<file path="src/hw/rtl/gn3d_pkg.sv">
`default_nettype none
package gn3d_pkg;

   localparam int unsigned FRAC_W  = 16;
   localparam int unsigned DOT_W   = 19;  // |dot| <= 131072
   localparam int unsigned FADE_W  = 17;  // 0..65536
   localparam int unsigned NOISE_W = 18;

   typedef logic [7:0]          cell_type;
   typedef logic [FRAC_W-1:0]   frac_type;
   typedef logic signed [DOT_W-1:0] dot_type;
   typedef logic [FADE_W-1:0]   fade_type;

   localparam logic [7:0] PERM_ROM [256] = '{
      8'd151,8'd160,8'd137,8'd91,8'd90,8'd15,8'd131,8'd13,8'd201,8'd95,8'd96,8'd53,
      8'd194,8'd233,8'd7,8'd225,8'd140,8'd36,8'd103,8'd30,8'd69,8'd142,8'd8,8'd99,
      8'd37,8'd240,8'd21,8'd10,8'd23,8'd190,8'd6,8'd148,8'd247,8'd120,8'd234,8'd75,
      8'd0,8'd26,8'd197,8'd62,8'd94,8'd252,8'd219,8'd203,8'd117,8'd35,8'd11,8'd32,
      8'd57,8'd177,8'd33,8'd88,8'd237,8'd149,8'd56,8'd87,8'd174,8'd20,8'd125,8'd136,
      8'd171,8'd168,8'd68,8'd175,8'd74,8'd165,8'd71,8'd134,8'd139,8'd48,8'd27,8'd166,
      8'd77,8'd146,8'd158,8'd231,8'd83,8'd111,8'd229,8'd122,8'd60,8'd211,8'd133,8'd230,
      8'd220,8'd105,8'd92,8'd41,8'd55,8'd46,8'd245,8'd40,8'd244,8'd102,8'd143,8'd54,
      8'd65,8'd25,8'd63,8'd161,8'd1,8'd216,8'd80,8'd73,8'd209,8'd76,8'd132,8'd187,
      8'd208,8'd89,8'd18,8'd169,8'd200,8'd196,8'd135,8'd130,8'd116,8'd188,8'd159,8'd86,
      8'd164,8'd100,8'd109,8'd198,8'd173,8'd186,8'd3,8'd64,8'd52,8'd217,8'd226,8'd250,
      8'd124,8'd123,8'd5,8'd202,8'd38,8'd147,8'd118,8'd126,8'd255,8'd82,8'd85,8'd212,
      8'd207,8'd206,8'd59,8'd227,8'd47,8'd16,8'd58,8'd17,8'd182,8'd189,8'd28,8'd42,
      8'd223,8'd183,8'd170,8'd213,8'd119,8'd248,8'd152,8'd2,8'd44,8'd154,8'd163,8'd70,
      8'd221,8'd153,8'd101,8'd155,8'd167,8'd43,8'd172,8'd9,8'd129,8'd22,8'd39,8'd253,
      8'd19,8'd98,8'd108,8'd110,8'd79,8'd113,8'd224,8'd232,8'd178,8'd185,8'd112,8'd104,
      8'd218,8'd246,8'd97,8'd228,8'd251,8'd34,8'd242,8'd193,8'd238,8'd210,8'd144,8'd12,
      8'd191,8'd179,8'd162,8'd241,8'd81,8'd51,8'd145,8'd235,8'd249,8'd14,8'd239,8'd107,
      8'd49,8'd192,8'd214,8'd31,8'd181,8'd199,8'd106,8'd157,8'd184,8'd84,8'd204,8'd176,
      8'd115,8'd121,8'd50,8'd45,8'd127,8'd4,8'd150,8'd254,8'd138,8'd236,8'd205,8'd93,
      8'd222,8'd114,8'd67,8'd29,8'd24,8'd72,8'd243,8'd141,8'd128,8'd195,8'd78,8'd66,
      8'd215,8'd61,8'd156,8'd180
   };

   // Dot product of gradient h with offset (dx,dy,dz).
   function automatic dot_type grad_dot(input logic [3:0] h, input dot_type dx,
                                        input dot_type dy, input dot_type dz);
      dot_type r;
      begin
         case (h)
            4'd0, 4'd12: r = dx + dy;
            4'd1, 4'd13: r = dy - dx;
            4'd2:        r = dx - dy;
            4'd3:        r = -dx - dy;
            4'd4:        r = dx + dz;
            4'd5:        r = dz - dx;
            4'd6:        r = dx - dz;
            4'd7:        r = -dx - dz;
            4'd8:        r = dy + dz;
            4'd9, 4'd14: r = dz - dy;
            4'd10:       r = dy - dz;
            4'd11, 4'd15: r = -dy - dz;
            default:     r = '0;
         endcase
         grad_dot = r;
      end
   endfunction

endpackage
`default_nettype wire

</file>
<file path="src/hw/rtl/gn3d_lerp.sv">
`default_nettype none
// Registered lerp: (a*(65536-s)+b*s) rounded half up to Q.16.
module gn3d_lerp (
   input  wire                     clock,
   input  wire                     en,
   input  wire gn3d_pkg::dot_type  a,
   input  wire gn3d_pkg::dot_type  b,
   input  wire gn3d_pkg::fade_type s,
   output gn3d_pkg::dot_type       r
);
   import gn3d_pkg::*;

   logic signed [37:0] pa_ff, pb_ff;
   logic signed [38:0] sum_in;
   dot_type            r_ff;

   assign sum_in = 39'(pa_ff) + 39'(pb_ff) + 39'sd32768;

   always_ff @(posedge clock) begin
      if (en) begin
         pa_ff <= 38'(a) * $signed({1'b0, FADE_W'(18'd65536 - 18'(s))});
         pb_ff <= 38'(b) * $signed({1'b0, s});
         r_ff  <= DOT_W'(sum_in >>> 16);
      end
   end

   assign r = r_ff;
endmodule
`default_nettype wire

</file>
<file path="config.mk">
export PLATFORM = sky130hd
export DESIGN_NAME = gn3d_lerp
export DESIGN_NICKNAME = d
export VERILOG_FILES = /design/src/hw/rtl/gn3d_pkg.sv /design/src/hw/rtl/gn3d_lerp.sv
export SDC_FILE = /design/constraint.sdc
export NUM_CORES = 2
export LEC_CHECK = 0
export ABC_AREA = 1
export BUFFER_PORTS_ARGS = -buffer_cell sky130_fd_sc_hd__buf_2
export CORE_UTILIZATION = 60
export DETAILED_ROUTE_END_ITERATION = 8
export MAX_ROUTING_LAYER = met4
export PLACE_DENSITY = 0.73
export RECOVER_POWER = 50
export SLEW_MARGIN = 10
export SYNTH_ARGS = -nofsm -noshare
export SYNTH_HDL_FRONTEND = slang
export SYNTH_SLANG_ARGS = --single-unit
</file>
<file path="constraint.sdc">
create_clock -name clock -period 9.24 [get_ports clock]
set_clock_uncertainty 0.1 [all_clocks]
set_input_delay 1.386 -clock clock [delete_from_list [all_inputs] [get_ports clock]]
set_output_delay 1.386 -clock clock [all_outputs]
set_load 0.01 [all_outputs]
</file>
==> impl_results.md <==
- Status: finished, violations left
- Failing checks: max-capacitance violations, max-slew violations
- Gr ovfl total: 0
- FF+latch count, synth: 89
- CTS tree: built
- Mapped Nets: 4614
- Resized cells post-CTS: 0
- Placed insts: 4336
- Number of I/O port buffers: 75
- Synth top area cells: fa_1 42%, inv_1 13%, nand2_1 11%
- Drt drc: 0
- Peak Freq: 124 MHz
- Synth Flop Type: edfxtp_1
- Maximum clock path buffer count: 2
- Syn_area_per_cell: 8.02 µm²
- Largest family of logic cells by synthesized area: adder cells
- Hold path depth: 6
- R2r endpoint: r[4]
- Post-DP HPWL: 65100 µm
- Final Slew Violations: 70
- Die area: 50200 µm²
- Clock transition at path regs: 0.06 ns
- Most frequent cells in the layout: 1027 x inv_1, 844 x nand2_1, 628 x fa_1
- Ports: 76
- Top-area cell type share of the netlist area: 0.425
- Max layer used: met4
- Synth Area in XOR/XNOR: 0.0207
- Die H: 224 µm
- Min-delay worst type: register to register
- Post-Route WL: 77100 µm
- CP delay by family, top: adder cells
- Initial DRC Count: 1696
- Vias in the first global route: 24600
- Post-CTS Setup Inserts: 0
- Crit path max-delay cell type: fa_1
- Crit path time final: 8.04 ns
- Final non-filler cell total: 4354
- R2R setup slack: 6.56 ns
- Metal3 WL: 6880 µm
- Total GRT Usage: 0.341
- Post-Synth Adder-Cell Area: 0.526
- Met2 wire length: 34900 µm
- Mux cell area share after synthesis: 0
- CP Launch Type: input port
- Worst path depth: 27
- Cts hold-fix bufs: 0
- DR WL/cell: 17.7 µm
- R2r worst-path depth: 11
- Origin of the worst min-delay path: pb_ff[32]
- Setup violators final: 0
- Worst slew pin tran: 3.60 ns
- Kind of critical path: input port to register
- CTS buffer count: 9
- Starting density of the core: 0.606
- Worst endpoint required time: 9.23 ns
- Final WS setup: 1.20 ns
- Placer Congestion: 0.986
- Final ANT Viol Nets: 0
- Cell taking the most area after synthesis: fa_1
- Synth-to-Final Area Change: 4.06%
- Worst Setup Slack post-DPL: 0.925 ns
- Critical path endpoint category: register
- Hold Path End: r[17]
- Sink Count: 89
- Max cap viols: 1
- Post-synth EDFFs: 89
- Post-synth ARST share: 0
- DR vias/cell: 5.34
- Core Rows: 81
- Commonest non-fill, non-tap cell in the layout: inv_1
- First-pass GRT wire length: 128000 µm
- Netlist Area Pre-Place: 29600 µm²
- Nets: 4608
- Synth warn: 0
- Largest net degree at the start of global routing: 70
- Headroom to the max-slew limit: -1.40
- Core ar.: 48800 µm²
- Root buffer cell: clkbuf_16
- RR Startpoint: pa_ff[2]
- Setup TNS: 0 ns
- Sequential share of the synthesized area: 0.0903
- Crit path max fanout: 23
- Delay of the slowest critical-path stage: 0.54 ns
- Cell variety after synth: 44
- Synth Area in Simple Gates: 0.176
- Die Wd: 224 µm
- Synth Instances: 3689
- Final worst path period share: 0.870
- Layout cells sized above 1: 0.0317
- Initial antenna violation count: 2
- Critical path buffers and inverters: 7
- Drt pass-1 iters: 5
- Worst-Skew Late Latency: 0.36 ns
- Routed metal-1 wirelength: 33500 µm
- Unrepaired setup endpoints after global routing: false
- DR vias: 23300
- Final Hold Vio Count: 0
- Critical Path AT: 8.03 ns
- Synth Area in Compound Gates: 0.0398
- Max H-tree Level: 3
==> synth_stat cells (4+ instances only) <==
cell / number
nor4_1: 4
ha_1: 240
a21oi_1: 88
xnor2_1: 20
nand4_1: 19
fa_1: 628
a21boi_0: 6
xor2_1: 50
nand2_1: 844
nor3_1: 22
nand3b_1: 4
buf_2: 5
buf_1: 22
nor2_1: 275
nand3_1: 104
or2_2: 4
inv_1: 1027
a31oi_1: 13
nand2_2: 14
edfxtp_1: 89
o21ai_0: 66
clkbuf_1: 83
a21o_1: 13
o21bai_1: 11
o211ai_1: 7
==> cells by family after synthesis <==
kind of cell | count (synthesis)
and+or+nand+nor | 1304
buffers and inverters | 1148
adders and majority gates | 868
AOI/OAI and AO/OA | 210
DFF | 89
xor gates and xnor gates | 70
==> through the flow <==
stage | util | hold WS [ns] | area, µm²
detailed placement | 0.625 | 0.809 | 30500
finish | 0.631 | 0.831 | 30800
floorplan | - | 0.646 | 29600
global route | 0.631 | 0.866 | 30800
CTS | 0.631 | 0.826 | 30800
global placement | 0.625 | 0.806 | 30500
==> sequential cells by signal (all words and copies together), names as in the netlist <==
signal and flops:
r 19, pb_ff 35, pa_ff 35
==> worst reg2reg max path, stage by stage (launching register included) <==
cell and delay (ns):
edfxtp_1 0.37, ha_1 0.30, ha_1 0.31, inv_1 0.04, o21bai_1 0.22, a21oi_1 0.14
o21ai_0 0.42, nand2_1 0.10, nand2_1 0.15, nand2_1 0.09, nand3_1 0.07, nand2_1 0.09
==> how the worst max path moves through the flow <==
stage	start	to	slack (ns)
3_5_place_dp	s[5]	pa_ff[34]	0.92
3_3_place_gp	s[5]	pa_ff[34]	0.97
4_1_cts	s[5]	pa_ff[34]	1.27
2_1_floorplan	s[0]	pa_ff[34]	1.86
5_1_grt	s[3]	pa_ff[31]	0.81
6_report	s[5]	pa_ff[31]	1.20
==> layer usage <==
| metal | up-vias | GRT usage |
|---|---|---|
| met4 | 0 | 0.0826 |
| met3 | 129 | 0.0555 |
| li1 | 10700 | - |
| met2 | 987 | 0.530 |
| met5 | - | - |
| met1 | 11400 | 0.470 |
==> layout make-up <==
cell class                      count  area [µm²]
Fill cell                        4423       18000
Timing Repair Buffer               97         510
Antenna cell                        2        5.00
Clock inverter                      6        82.6
Inverter                         1034        3880
Sequential cell                    89        2670
Tap cell                          664         831
Clock buffer                       10         229
Multi-Input combinational cell   2452       22600
Power is not shown: default switching activity piles up to over one toggle a cycle in this logic, so the estimate is an artifact.
