$ cat src/hw/rtl/gn3d_pkg.sv
`default_nettype none
package gn3d_pkg;

   localparam int unsigned FRAC_W  = 16;
   localparam int unsigned DOT_W   = 19;  // |dot| <= 131072
   localparam int unsigned FADE_W  = 17;  // 0..65536
   localparam int unsigned NOISE_W = 18;

   typedef logic [7:0]          cell_type;
   typedef logic [FRAC_W-1:0]   frac_type;
   typedef logic signed [DOT_W-1:0] dot_type;
   typedef logic [FADE_W-1:0]   fade_type;

   localparam logic [7:0] PERM_ROM [256] = '{
      8'd151,8'd160,8'd137,8'd91,8'd90,8'd15,8'd131,8'd13,8'd201,8'd95,8'd96,8'd53,
      8'd194,8'd233,8'd7,8'd225,8'd140,8'd36,8'd103,8'd30,8'd69,8'd142,8'd8,8'd99,
      8'd37,8'd240,8'd21,8'd10,8'd23,8'd190,8'd6,8'd148,8'd247,8'd120,8'd234,8'd75,
      8'd0,8'd26,8'd197,8'd62,8'd94,8'd252,8'd219,8'd203,8'd117,8'd35,8'd11,8'd32,
      8'd57,8'd177,8'd33,8'd88,8'd237,8'd149,8'd56,8'd87,8'd174,8'd20,8'd125,8'd136,
      8'd171,8'd168,8'd68,8'd175,8'd74,8'd165,8'd71,8'd134,8'd139,8'd48,8'd27,8'd166,
      8'd77,8'd146,8'd158,8'd231,8'd83,8'd111,8'd229,8'd122,8'd60,8'd211,8'd133,8'd230,
      8'd220,8'd105,8'd92,8'd41,8'd55,8'd46,8'd245,8'd40,8'd244,8'd102,8'd143,8'd54,
      8'd65,8'd25,8'd63,8'd161,8'd1,8'd216,8'd80,8'd73,8'd209,8'd76,8'd132,8'd187,
      8'd208,8'd89,8'd18,8'd169,8'd200,8'd196,8'd135,8'd130,8'd116,8'd188,8'd159,8'd86,
      8'd164,8'd100,8'd109,8'd198,8'd173,8'd186,8'd3,8'd64,8'd52,8'd217,8'd226,8'd250,
      8'd124,8'd123,8'd5,8'd202,8'd38,8'd147,8'd118,8'd126,8'd255,8'd82,8'd85,8'd212,
      8'd207,8'd206,8'd59,8'd227,8'd47,8'd16,8'd58,8'd17,8'd182,8'd189,8'd28,8'd42,
      8'd223,8'd183,8'd170,8'd213,8'd119,8'd248,8'd152,8'd2,8'd44,8'd154,8'd163,8'd70,
      8'd221,8'd153,8'd101,8'd155,8'd167,8'd43,8'd172,8'd9,8'd129,8'd22,8'd39,8'd253,
      8'd19,8'd98,8'd108,8'd110,8'd79,8'd113,8'd224,8'd232,8'd178,8'd185,8'd112,8'd104,
      8'd218,8'd246,8'd97,8'd228,8'd251,8'd34,8'd242,8'd193,8'd238,8'd210,8'd144,8'd12,
      8'd191,8'd179,8'd162,8'd241,8'd81,8'd51,8'd145,8'd235,8'd249,8'd14,8'd239,8'd107,
      8'd49,8'd192,8'd214,8'd31,8'd181,8'd199,8'd106,8'd157,8'd184,8'd84,8'd204,8'd176,
      8'd115,8'd121,8'd50,8'd45,8'd127,8'd4,8'd150,8'd254,8'd138,8'd236,8'd205,8'd93,
      8'd222,8'd114,8'd67,8'd29,8'd24,8'd72,8'd243,8'd141,8'd128,8'd195,8'd78,8'd66,
      8'd215,8'd61,8'd156,8'd180
   };

   // Dot product of gradient h with offset (dx,dy,dz).
   function automatic dot_type grad_dot(input logic [3:0] h, input dot_type dx,
                                        input dot_type dy, input dot_type dz);
      dot_type r;
      begin
         case (h)
            4'd0, 4'd12: r = dx + dy;
            4'd1, 4'd13: r = dy - dx;
            4'd2:        r = dx - dy;
            4'd3:        r = -dx - dy;
            4'd4:        r = dx + dz;
            4'd5:        r = dz - dx;
            4'd6:        r = dx - dz;
            4'd7:        r = -dx - dz;
            4'd8:        r = dy + dz;
            4'd9, 4'd14: r = dz - dy;
            4'd10:       r = dy - dz;
            4'd11, 4'd15: r = -dy - dz;
            default:     r = '0;
         endcase
         grad_dot = r;
      end
   endfunction

endpackage
`default_nettype wire

$ cat src/hw/rtl/gn3d_fade.sv
`default_nettype none
// Smoothstep 3t^2-2t^3 over three pipeline stages; advances when en is high.
module gn3d_fade (
   input  wire                     clock,
   input  wire                     en,
   input  wire gn3d_pkg::frac_type t_in,
   output gn3d_pkg::fade_type      s_out
);
   import gn3d_pkg::*;

   logic [31:0] t2_ff;
   frac_type    t_ff;
   logic [47:0] t3_ff;
   logic [49:0] t2s_ff;
   fade_type    s_ff;
   logic [49:0] v_in;

   assign v_in = t2s_ff - {1'b0, t3_ff, 1'b0};

   always_ff @(posedge clock) begin
      if (en) begin
         t2_ff  <= t_in * t_in;
         t_ff   <= t_in;
         t3_ff  <= t2_ff * t_ff;
         t2s_ff <= {t2_ff, 16'd0} + {1'b0, t2_ff, 17'd0};
         s_ff   <= FADE_W'((v_in + 50'h80000000) >> 32);
      end
   end

   assign s_out = s_ff;
endmodule
`default_nettype wire

$ cat config.mk
export PLATFORM = sky130hd
export DESIGN_NAME = gn3d_fade
export DESIGN_NICKNAME = d
export VERILOG_FILES = /design/src/hw/rtl/gn3d_pkg.sv /design/src/hw/rtl/gn3d_fade.sv
export SDC_FILE = /design/constraint.sdc
export NUM_CORES = 2
export LEC_CHECK = 0
export BUFFER_PORTS_ARGS = -buffer_cell sky130_fd_sc_hd__buf_4
export CORE_MARGIN = 2
export CORE_UTILIZATION = 52
export CTS_CLUSTER_DIAMETER = 150
export DETAILED_ROUTE_END_ITERATION = 16
export PLACE_DENSITY = 0.7
export SETUP_SLACK_MARGIN = 0.2
export SLEW_MARGIN = 20
export SYNTH_ARGS = -nofsm -noshare
export SYNTH_HDL_FRONTEND = slang
export SYNTH_SLANG_ARGS = --single-unit
$ cat constraint.sdc
create_clock -name clock -period 19.1 [get_ports clock]
set_input_delay 2.865 -clock clock [delete_from_list [all_inputs] [get_ports clock]]
set_output_delay 2.865 -clock clock [all_outputs]
set_load 0.05 [all_outputs]
==> metrics.md <==
| Metric | Value |
|---|---|
| Number of buffers and inverters on the critical path | 6 |
| Slowest library cell on the worst path | sky130_fd_sc_hd__fa_1 |
| Number of standard cells after synthesis | 3,208 |
| Most common cell type on the critical path | sky130_fd_sc_hd__fa_1 |
| Setup violation total in the final timing report | 0 |
| Crit-path leading delay family | adder cells |
| Data required time at the worst endpoint | 19.31 ns |
| Fraction of final layout cells with drive strength greater than 1 | 3.610% |
| Max Root-Sink Buffers | 2 |
| Synth-to-layout area growth | 5.160% |
| # hold bufs at CTS | 0 |
| Final Skew | 0.01432 ns |
| Crit. End Element | flop |
| Setup repair after global routing missed its margin | no |
| R2r setup slk | 11.57 ns |
| Capturing element of the worst setup path | t2_ff[30] |
| Max Fanout on Critical Path | 13 |
| Type of the worst setup path | in2reg |
| IO buf count | 34 |
| First-pass GRT wire length | 117,800 um |
| Final WL | 70,180 um |
| Number of library cell types mapped by synthesis | 71 |
| Overall die area | 0.06061 mm^2 |
| Maxcap violations | 0 |
| Async set-reset flop share out of synthesis | 0% |
| Number of endpoints with negative hold slack in the final report | 0 |
| Vertical die dimension | 246.2 um |
| Logic depth of the worst path, buffers included | 23 |
| Site row count | 88 |
| Initial cell density of the core | 52.77% |
| Initial antenna violation count | 0 |
| Gpl congestion | 0.9129 |
| Iteration-0 DRC count of the detailed router | 1,342 |
| Number of buffers added by the clock tree synthesis step | 17 |
| Maximum number of pins on one net before global-route repair | 76 |
| Path category of the worst min-delay check | reg2reg |
| Number of cells traversed by the worst register-to-register path | 22 |
| Cell Chain, Critical Path | buf_4 > inv_1 > nor2_1 > fa_1 > inv_1 > fa_1 > inv_1 > fa_1 > inv_1 > fa_1 > fa_1 > fa_1 > inv_1 > ha_1 > and3_1 > and3_1 > a21oi_1 > a31oi_1 > nor4b_1 > o21ai_0 > a21oi_1 > a221oi_1 > xnor2_1 |
| Critical path startpoint category | input pin |
| Final core utilization | 55.49% |
| Fmax | 114.7 MHz |
| Fin. max-slew vios | 0 |
| Sinks on the clock net | 142 |
| R2r startpoint | t2_ff[7] |
| Flip-flop and latch count after synthesis | 142 |
| Final-layout fill cell count | 5,040 |
| Die Wd | 246.2 um |
| Start point of the worst min-delay path | t3_ff[47] |
| Gates resized, CTS repair | 0 |
| Synthesized area per cell | 9.509 um^2 |
| Post CTS Setup Buffer Count | 0 |
| Data arrival time at the worst-slack endpoint | 8.93 ns |
| Number of enable flip-flop cells after synthesis | 142 |
| Number of global-route vias before repair | 23.45k |
| Post-route clock period utilization | 45.64% |
| TritonCTS clock tree | yes |
| H-tree depth reported by CTS | 4 |
| Area of the core | 0.05781 mm^2 |
| Worst-case headroom to the max-slew limit | 26.00% |
| Total global routing overflow | 0 |
| Worst setup path startpoint | t_in[3] |
| Sequential element share of the synthesized area | 13.98% |
| Setup TNS | 0 ns |
| Worst-path clk slew | 0.06 ns |
| Number of warnings printed during yosys synthesis | 0 |
| Antenna Diode Count | 0 |
| Clock Latency Late Sink | 0.47 ns |
| Buffer cell driving the clock tree root | sky130_fd_sc_hd__clkbuf_16 |
| Total half-perimeter wirelength after legalization and detailed placement | 54,340 um |
| Vias/cell | 5.430 |
| Post-Synthesis Cell Area | 0.03050 mm^2 |
| Top flip-flop cell by instance count after synthesis | sky130_fd_sc_hd__edfxtp_1 |
| Terminus of the critical flop-to-flop path | t3_ff[40] |
| GRT Total Usage | 24.65% |
| Post-route ant nets | 0 |
| Total number of nets in the final design | 4,082 |
| Clock period minus worst slack | 8.717 ns |
| I/O pins | 35 |
| Number of remaining DRC errors | 0 |
| Overall via count from detail_route | 21.45k |
| Slew at the pin closest to its max-slew limit | 1.110 ns |
| Result of the run | finished, final reports clean |
| Iteration count of the initial detailed-routing pass | 5 |
| Routed len/inst | 17.76 um |
| Delay of the slowest critical-path stage | 0.56 ns |
## registers in the layout (all words and copies together) (netlist names)
| signal | count |
|---|---|
| t2s_ff | 31 |
| t3_ff | 48 |
| t2_ff | 31 |
| t_ff | 15 |
| s_out | 17 |
## cells in the mapped netlist, types with 4 or more instances
cell / instances / share of area (%)
sky130_fd_sc_hd__inv_1: 726 / 8.9
sky130_fd_sc_hd__fa_1: 576 / 38
sky130_fd_sc_hd__nand2_1: 403 / 5.0
sky130_fd_sc_hd__ha_1: 315 / 13
sky130_fd_sc_hd__and2_1: 254 / 5.2
sky130_fd_sc_hd__edfxtp_1: 142 / 14
sky130_fd_sc_hd__clkbuf_1: 119 / 1.5
sky130_fd_sc_hd__a21oi_1: 99 / 1.6
sky130_fd_sc_hd__a21o_1: 87 / 2.1
sky130_fd_sc_hd__nor2_1: 78 / 0.96
sky130_fd_sc_hd__xnor2_1: 74 / 2.1
sky130_fd_sc_hd__xor2_1: 47 / 1.3
sky130_fd_sc_hd__o21ai_0: 42 / 0.69
sky130_fd_sc_hd__nand3_1: 23 / 0.38
sky130_fd_sc_hd__and3_1: 21 / 0.43
sky130_fd_sc_hd__nand2b_1: 15 / 0.31
sky130_fd_sc_hd__nand4_1: 15 / 0.31
sky130_fd_sc_hd__o21bai_1: 15 / 0.37
sky130_fd_sc_hd__nor2b_1: 14 / 0.29
sky130_fd_sc_hd__a31oi_1: 12 / 0.25
sky130_fd_sc_hd__o21a_1: 12 / 0.30
sky130_fd_sc_hd__nor3_1: 11 / 0.18
sky130_fd_sc_hd__o21ai_1: 9 / 0.15
sky130_fd_sc_hd__or2_2: 7 / 0.14
sky130_fd_sc_hd__nor4_1: 6 / 0.12
sky130_fd_sc_hd__a211oi_1: 5 / 0.12
sky130_fd_sc_hd__and4_1: 5 / 0.14
sky130_fd_sc_hd__a211o_1: 4 / 0.11
sky130_fd_sc_hd__a21boi_0: 4 / 0.098
sky130_fd_sc_hd__a21oi_2: 4 / 0.11
## tightest hold or removal path: stages (launching register included)
cell and delay, ns:
sky130_fd_sc_hd__edfxtp_1 0.34, sky130_fd_sc_hd__xnor2_1 0.09, sky130_fd_sc_hd__xnor2_1 0.13
## final cells by class
class / count / area (um^2) / area share, %
Clock buffer: 19 / 432.9 / 1.350
Tap cell: 765 / 957.2 / 2.984
Clock inverter: 13 / 115.1 / 0.3588
Sequential cell: 142 / 4264 / 13.29
Inverter: 726 / 2725 / 8.495
Timing Repair Buffer: 59 / 494.2 / 1.541
Multi-Input combinational cell: 2227 / 23090 / 71.98
## metrics by stage
step / worst slack (ns) / cell area, um^2 / hold slack [ns] / std cells
2_1_floorplan: 10.57 / 30530 / 0.4244 / 3215
3_3_place_gp: 10.10 / 31460 / 0.6296 / 3916
3_5_place_dp: 9.871 / 31460 / 0.6499 / 3916
4_1_cts: 10.38 / 32010 / 0.6652 / 3948
5_1_grt: 10.08 / 32080 / 0.7321 / 3951
6_report: 10.38 / 32080 / 0.6590 / 3951
## kinds of logic (layout without fill, tap and decap cells)
kind of cell	count (synthesis)	count (layout)	synth area share, %
compound gates	337	337	7.502
simple gates	867	867	13.81
buf+inv	846	817	10.41
fa+ha+maj	891	891	50.72
flops	142	142	13.98
xor+xnor	121	121	3.474
other cells	2	9	0.02462
mux	2	2	0.06973
## cell usage in the layout (no fill, tap or decap), drive strengths merged, types with 15 or more instances in the layout
| master | count |
|---|---|
| fa | 576 |
| o21ai | 53 |
| xor2 | 47 |
| edfxtp | 142 |
| and2 | 254 |
| a21oi | 104 |
| ha | 315 |
| nand2b | 15 |
| nor2 | 78 |
| and3 | 21 |
| nand3 | 23 |
| xnor2 | 74 |
| inv | 729 |
| nand4 | 15 |
| o21bai | 15 |
| a21o | 87 |
| clkbuf | 19 |
| nand2 | 403 |
| buf | 59 |
## metal layers
metal,vias up,routed length (um),track usage [%]
li1,9760,-,-
met1,10770,29680,33.02
met2,767,33270,41.05
met3,157,5107,3.627
met4,0,2115,8.360
met5,-,0,0
## worst min path at each step
stage,endpoint,slack [ns],depth (start not counted)
5_1_grt,s_out[16],0.73,2
2_1_floorplan,t3_ff[0],0.42,0
4_1_cts,s_out[16],0.67,2
3_5_place_dp,s_out[16],0.65,2
3_3_place_gp,s_out[16],0.63,2
6_report,s_out[16],0.66,2
Power is not shown: default switching activity piles up to over one toggle a cycle in this logic, so the estimate is an artifact.
